## src/design/smavg_pkg.sv

```systemverilog
// Shared types and constants for the six-axis moving average core.
// No dependencies; used by every module of the block.
package smavg_pkg;

    localparam int SAMPLE_W       = 16;
    localparam int AXES           = 6;
    localparam int TDATA_W        = SAMPLE_W * AXES;
    localparam int WINDOW_DEFAULT = 16;

    typedef logic signed [SAMPLE_W-1:0] sample_t;

    // pipeline control from the sequencer to the lanes and output stage
    typedef struct packed {
        logic accept;     // input word taken, history read and written
        logic move;       // stage one word moves into the output register
        logic old_valid;  // slot read by stage one word had been written
    } ctrl_t;

endpackage

```

## src/design/smavg_ctrl.sv

```systemverilog
// Handshake sequencer: ring slot counter, slot valid bits, pipeline enables.
// Depends on smavg_pkg.
module smavg_ctrl #(
    parameter int WINDOW = smavg_pkg::WINDOW_DEFAULT
) (
    input  logic                       clk,
    input  logic                       rst_n,
    input  logic                       s_tvalid,
    output logic                       s_tready,
    output logic                       m_tvalid,
    input  logic                       m_tready,
    output logic [$clog2(WINDOW)-1:0]  slot,
    output smavg_pkg::ctrl_t           ctrl
);

    localparam int SLOT_W = $clog2(WINDOW);

    logic [SLOT_W-1:0] slot_reg, slot_next;
    logic [WINDOW-1:0] valid_reg;
    logic              old_valid_reg;
    logic              s1_valid_reg, s1_valid_next;
    logic              out_valid_reg, out_valid_next;
    logic              accept, move;

    assign move     = s1_valid_reg && (!out_valid_reg || m_tready);
    assign s_tready = !s1_valid_reg || move;
    assign accept   = s_tvalid && s_tready;

    always_comb
    begin
        slot_next = slot_reg;
        if (accept)
        begin
            if (slot_reg == SLOT_W'(WINDOW - 1))
                slot_next = '0;
            else
                slot_next = slot_reg + SLOT_W'(1);
        end
        s1_valid_next  = accept || (s1_valid_reg && !move);
        out_valid_next = move || (out_valid_reg && !m_tready);
    end

    always_ff @(posedge clk or negedge rst_n)
    begin
        if (!rst_n)
        begin
            slot_reg      <= '0;
            valid_reg     <= '0;
            old_valid_reg <= 1'b0;
            s1_valid_reg  <= 1'b0;
            out_valid_reg <= 1'b0;
        end
        else
        begin
            slot_reg      <= slot_next;
            s1_valid_reg  <= s1_valid_next;
            out_valid_reg <= out_valid_next;
            if (accept)
            begin
                old_valid_reg       <= valid_reg[slot_reg];
                valid_reg[slot_reg] <= 1'b1;
            end
        end
    end

    assign slot           = slot_reg;
    assign m_tvalid       = out_valid_reg;
    assign ctrl.accept    = accept;
    assign ctrl.move      = move;
    assign ctrl.old_valid = old_valid_reg;

endmodule

```

## src/design/smavg_lane.sv

```systemverilog
// One axis: history ring memory, running sum and floor mean.
// Depends on smavg_pkg.
module smavg_lane #(
    parameter int WINDOW = smavg_pkg::WINDOW_DEFAULT
) (
    input  logic                       clk,
    input  logic                       rst_n,
    input  smavg_pkg::ctrl_t           ctrl,
    input  logic [$clog2(WINDOW)-1:0]  slot,
    input  smavg_pkg::sample_t         sample,
    output smavg_pkg::sample_t         mean
);

    localparam int SLOT_W = $clog2(WINDOW);
    localparam int SUM_W  = smavg_pkg::SAMPLE_W + SLOT_W;

    smavg_pkg::sample_t hist [WINDOW];
    smavg_pkg::sample_t old_reg;
    smavg_pkg::sample_t new_reg;
    logic signed [SUM_W-1:0] sum_reg, sum_next;
    logic signed [SUM_W-1:0] old_ext, new_ext;

    // read-before-write: old_reg takes the sample being replaced
    always_ff @(posedge clk)
    begin
        if (ctrl.accept)
        begin
            hist[slot] <= sample;
            old_reg    <= hist[slot];
            new_reg    <= sample;
        end
    end

    always_comb
    begin
        old_ext  = ctrl.old_valid ? {{SLOT_W{old_reg[smavg_pkg::SAMPLE_W-1]}}, old_reg}
                                  : '0;
        new_ext  = {{SLOT_W{new_reg[smavg_pkg::SAMPLE_W-1]}}, new_reg};
        sum_next = sum_reg - old_ext + new_ext;
    end

    always_ff @(posedge clk or negedge rst_n)
    begin
        if (!rst_n)
            sum_reg <= '0;
        else if (ctrl.move)
            sum_reg <= sum_next;
    end

    // arithmetic shift by log2(WINDOW): floor division
    assign mean = smavg_pkg::sample_t'(sum_next[SLOT_W +: smavg_pkg::SAMPLE_W]);

endmodule

```

## src/design/smavg_merge.sv

```systemverilog
// Output stage: gathers the six lane means into the output data register.
// Depends on smavg_pkg.
module smavg_merge (
    input  logic                                clk,
    input  smavg_pkg::ctrl_t                    ctrl,
    input  smavg_pkg::sample_t                  means [smavg_pkg::AXES],
    output logic [smavg_pkg::TDATA_W-1:0]       tdata
);

    logic [smavg_pkg::TDATA_W-1:0] tdata_reg, tdata_next;

    always_comb
    begin
        tdata_next = '0;
        for (int i = 0; i < smavg_pkg::AXES; i++)
            tdata_next[i*smavg_pkg::SAMPLE_W +: smavg_pkg::SAMPLE_W] = means[i];
    end

    always_ff @(posedge clk)
    begin
        if (ctrl.move)
            tdata_reg <= tdata_next;
    end

    assign tdata = tdata_reg;

endmodule

```

## src/design/six_axis_moving_average_core.sv

```systemverilog
// Six-axis boxcar filter top level: sequencer, six axis lanes, output stage.
// Depends on smavg_pkg, smavg_ctrl, smavg_lane, smavg_merge.
//
// Usage:
//   s_* channel takes one word per inertial sample (three accelerometer and
//   three gyroscope axes); m_* channel returns one word of six means per
//   sample, each the floor of the last WINDOW samples' sum over WINDOW.
//   Words are taken when tvalid and tready are both high.
// Pipeline: an accepted word is registered in stage one, then moves to the
//   output register, where m_tvalid rises and the result can be taken.
// Throughput: one word per cycle unless stalled; each lane reads and writes
//   its history memory once per word, the running sum one add and subtract.
// Reset: asynchronous, active low. Sums and slot counter clear at once;
//   history memories are not cleared, per-slot valid bits make unwritten
//   slots read as zero, so means ramp up over the first WINDOW words.
//   No clearing pass: the block takes input right after reset.
// Stall: a low m_tready keeps the output word; one further word waits in
//   the first stage, then s_tready falls until the output is taken.
// WINDOW must be a power of two from 2 to 256.
module six_axis_moving_average_core #(
    parameter int WINDOW = smavg_pkg::WINDOW_DEFAULT
) (
    input  logic                              clk,
    input  logic                              rst_n,
    input  logic                              s_tvalid,
    output logic                              s_tready,
    // acc_x, acc_y, acc_z, gyro_x, gyro_y, gyro_z (16 bits each, lowest first)
    input  logic [smavg_pkg::TDATA_W-1:0]     s_tdata,
    output logic                              m_tvalid,
    input  logic                              m_tready,
    // avg_acc_x, avg_acc_y, avg_acc_z, avg_gyro_x, avg_gyro_y, avg_gyro_z
    output logic [smavg_pkg::TDATA_W-1:0]     m_tdata
);

    localparam int SLOT_W = $clog2(WINDOW);

    smavg_pkg::ctrl_t   ctrl;
    logic [SLOT_W-1:0]  slot;
    smavg_pkg::sample_t means [smavg_pkg::AXES];

    smavg_ctrl #(
        .WINDOW (WINDOW)
    ) u_ctrl (
        .clk      (clk),
        .rst_n    (rst_n),
        .s_tvalid (s_tvalid),
        .s_tready (s_tready),
        .m_tvalid (m_tvalid),
        .m_tready (m_tready),
        .slot     (slot),
        .ctrl     (ctrl)
    );

    for (genvar g = 0; g < smavg_pkg::AXES; g++)
    begin : g_lane
        smavg_lane #(
            .WINDOW (WINDOW)
        ) u_lane (
            .clk    (clk),
            .rst_n  (rst_n),
            .ctrl   (ctrl),
            .slot   (slot),
            .sample (smavg_pkg::sample_t'(s_tdata[g*smavg_pkg::SAMPLE_W +:
                                                  smavg_pkg::SAMPLE_W])),
            .mean   (means[g])
        );
    end

    smavg_merge u_merge (
        .clk   (clk),
        .ctrl  (ctrl),
        .means (means),
        .tdata (m_tdata)
    );

endmodule
```

## config.mk

```make
export PLATFORM = sky130hd
export DESIGN_NAME = six_axis_moving_average_core
export DESIGN_NICKNAME = d
export VERILOG_FILES = /design/src/design/smavg_pkg.sv /design/src/design/smavg_ctrl.sv /design/src/design/smavg_lane.sv /design/src/design/smavg_merge.sv /design/src/design/six_axis_moving_average_core.sv
export SDC_FILE = /design/constraint.sdc
export NUM_CORES = 2
export LEC_CHECK = 0
export ABC_CLOCK_PERIOD_IN_PS = 19100
export BUFFER_PORTS_ARGS = -buffer_cell sky130_fd_sc_hd__buf_2
export CORE_MARGIN = 2
export CORE_UTILIZATION = 61
export DETAILED_ROUTE_END_ITERATION = 8
export HOLD_SLACK_MARGIN = 0.02
export PLACE_DENSITY_LB_ADDON = 0.08
export SYNTH_ARGS = -nofsm -noshare
export SYNTH_HDL_FRONTEND = slang
export SYNTH_SLANG_ARGS = --single-unit
```

## constraint.sdc

```tcl
create_clock -name clk -period 19.1 [get_ports clk]
set_input_delay 1.91 -clock clk [delete_from_list [all_inputs] [get_ports clk]]
set_output_delay 1.91 -clock clk [all_outputs]
set_load 0.02 [all_outputs]
```

==> reports/results.ini <==
[setup_path]
cp_top_family=simple AND/OR/NAND/NOR gates
cp_cell_sequence=buf_2 -> nand3b_1 -> and2_4 -> nand2_1 -> nor2_4 -> buf_4 -> buf_4
cp_common_cell=buf_4
startpoint_type=input pin
critical-path-max-stage-delay_ns=0.81
cp-end-kind=flip-flop
worstPathMaxFanout=47
slowest_stage=buf_4
cp.arrival_ns=5.54
crit_type=input pin to flip-flop
cp.buffers_inverters=3
worstPathRequired_ns=19.52

[global_route]
grt_max_degree=165
grt_first_pass_wirelength_um=257000
overflow=0
antenna_found_initial=21
grt_pass1_vias=40188
track_usage=0.258

[synthesis]
ys_seq_area_frac=0.716
netlist_instances=4244
synth_area_leaders=edfxtp_1 (67%), mux4_2 (13%), dfrtp_1 (4.4%)
synth_cell_type_count=70
syn_avg_cell_area_um2=19.2
ys_warn_count=0
synth_edf_count=1824
yosysTopAreaCellShare=0.672
netlist_area_um2=81500
synth-seq-cells=1967
synth.largest_area_cell=edfxtp_1
synthFlopType=edfxtp_1
async_flop_share=0.0727
syn-num-nets=4582

[place]
numPortBuffers=197
post-place-ws_ns=13.05
dp_hpwl_um=95600
gp_congestion=0.813

[timing]
relSlewSlack=0.233
finalClockSkew_ns=0.0220
slew_violations=0
worstMarginPinSlew_ns=1.15
final-hold-violation-count=0
fin_ws_ns=13.98
setup_viol=0
fmax_ghz=0.195
rsz0062_at_grt=no
tns_ns=0
period_minus_slack_ns=5.12
min_period_over_period=0.268

[layout]
final_nets=4867
area_delta_synth_final_pct=11.2
final_common_cell=edfxtp_1
fillCellCount=8595
multiInputGateArea_um2=20900
mostFrequentLayoutCells=edfxtp_1 (1,824), mux4_2 (485), inv_1 (447), clkbuf_16 (198), buf_2 (196)
regArea_um2=58400
drive_gt1_frac=0.238
largest_reg_flops=1536

[route]
initialDrtViolationCount=4101
dr.pass1.iters=6
avgRoutedWirePerCell_um=26.4
antenna_left=0
drc=0
via_count=39442
vias_per_cell=6.10
wl_um=171000

[job]
cap_violations=0

[pwr]
leakagePower_nw=31.7
finalPower_mw=15.9
ir_drop_mv=0.128
p_per_area_nw_per_um2=175

[clock_network]
clk_pin_slew_ns=0.06
postCtsResizedCells=0
numCtsBuffers=192
ctsHoldBuffers=0
cts-root-buf=clkbuf_16
cts_max_level=4
cts_setup_buffers=0
cts.path.max_buffers=3
clock_sinks=1967
clk_latency_ns=0.80
cts_tree=built

[die]
die_height_um=370
die_area_um2=137000
start_util=0.613
die_w_um=370
ioPinCount=198
core_um2=133000
rows=134

[min_path]
hold_class=flip-flop to flip-flop

[outcome]
status=finished clean

-- metal layers --
metal,vias to the layer above,track usage,wire (µm)
li1,17037,-,-
met1,20713,0.389,73400
met2,1469,0.398,81100
met3,207,0.0500,13400
met4,16,0.0599,2800
met5,-,0,105
-- synth_stat cells, types with 40 or more instances --
cell / n
a21oi_1: 80
mux4_2: 485
fa_1: 114
inv_1: 447
nand2_1: 143
edfxtp_1: 1824
mux2_2: 50
buf_2: 40
a21o_1: 53
clkbuf_1: 99
dfrtp_1: 143
ha_1: 124
xnor2_1: 81
nor2_1: 59
o21ai_0: 97
and2_1: 100
-- through the flow --
step           cells  utilization  hold WS (ns)  cell area (µm²)
2_1_floorplan   4244            -         0.434            81500
3_3_place_gp    6103        0.637         0.448            84600
3_5_place_dp    6103        0.637         0.448            84600
4_1_cts         6456        0.682         0.465            90600
5_1_grt         6461        0.682         0.478            90700
6_report        6461        0.682         0.464            90700
-- worst reg2reg max path, stage by stage (launching register included) --
cell and delay (ns):
dfrtp_4 0.93, buf_12 0.77, ha_1 0.47, nand2_1 0.24
nor2_4 0.78, buf_4 0.61, buf_4 0.81
-- cell type report --
type                       instances  area share
antenna                            5    0.000138
clock buffer                     265      0.0585
clock inverter                    88     0.00763
inverter                         448      0.0186
multi-input combinational       1665       0.231
sequential                      1967       0.644
tap                             1768      0.0244
timing repair buffer             255      0.0162
-- where the power goes --
group	switching [mW]	internal (mW)
clock network	1.54	2.07
logic	3.70	2.72
registers	0.235	5.61
total	5.48	10.4
-- path summary, 6_finish.rpt --
path	endpoint	from	cells past startpoint	slack, ns
hold reg to reg	u_ctrl.valid_reg[15]	u_ctrl.valid_reg[15]	1	0.46
hold / removal	u_ctrl.valid_reg[15]	u_ctrl.valid_reg[15]	1	0.46
min in group asynchronous	g_lane[1].u_lane.sum_reg[19]	rst_n	1	1.26
setup reg to reg	g_lane[2].u_lane.hist[7][13]	u_ctrl.slot[1]	6	14.06
max in group asynchronous	u_ctrl.slot[3]	rst_n	2	16.15
setup / recovery	g_lane[2].u_lane.hist[7][13]	m_tready	7	13.98
-- logic make-up (layout without fill, tap and decap cells) --
group / count (synthesis) / after routing / synth area share
DFF: 1967 / 1967 / 0.716
buffers and inverters: 612 / 1056 / 0.0291
muxes: 536 / 536 / 0.141
and+or+nand+nor: 405 / 405 / 0.0245
AOI/OAI and AO/OA: 369 / 369 / 0.0298
adders and majority gates: 238 / 238 / 0.0470
xor gates and xnor gates: 117 / 117 / 0.0126
other: 0 / 5 / 0
(Power assumes the default switching activity.)
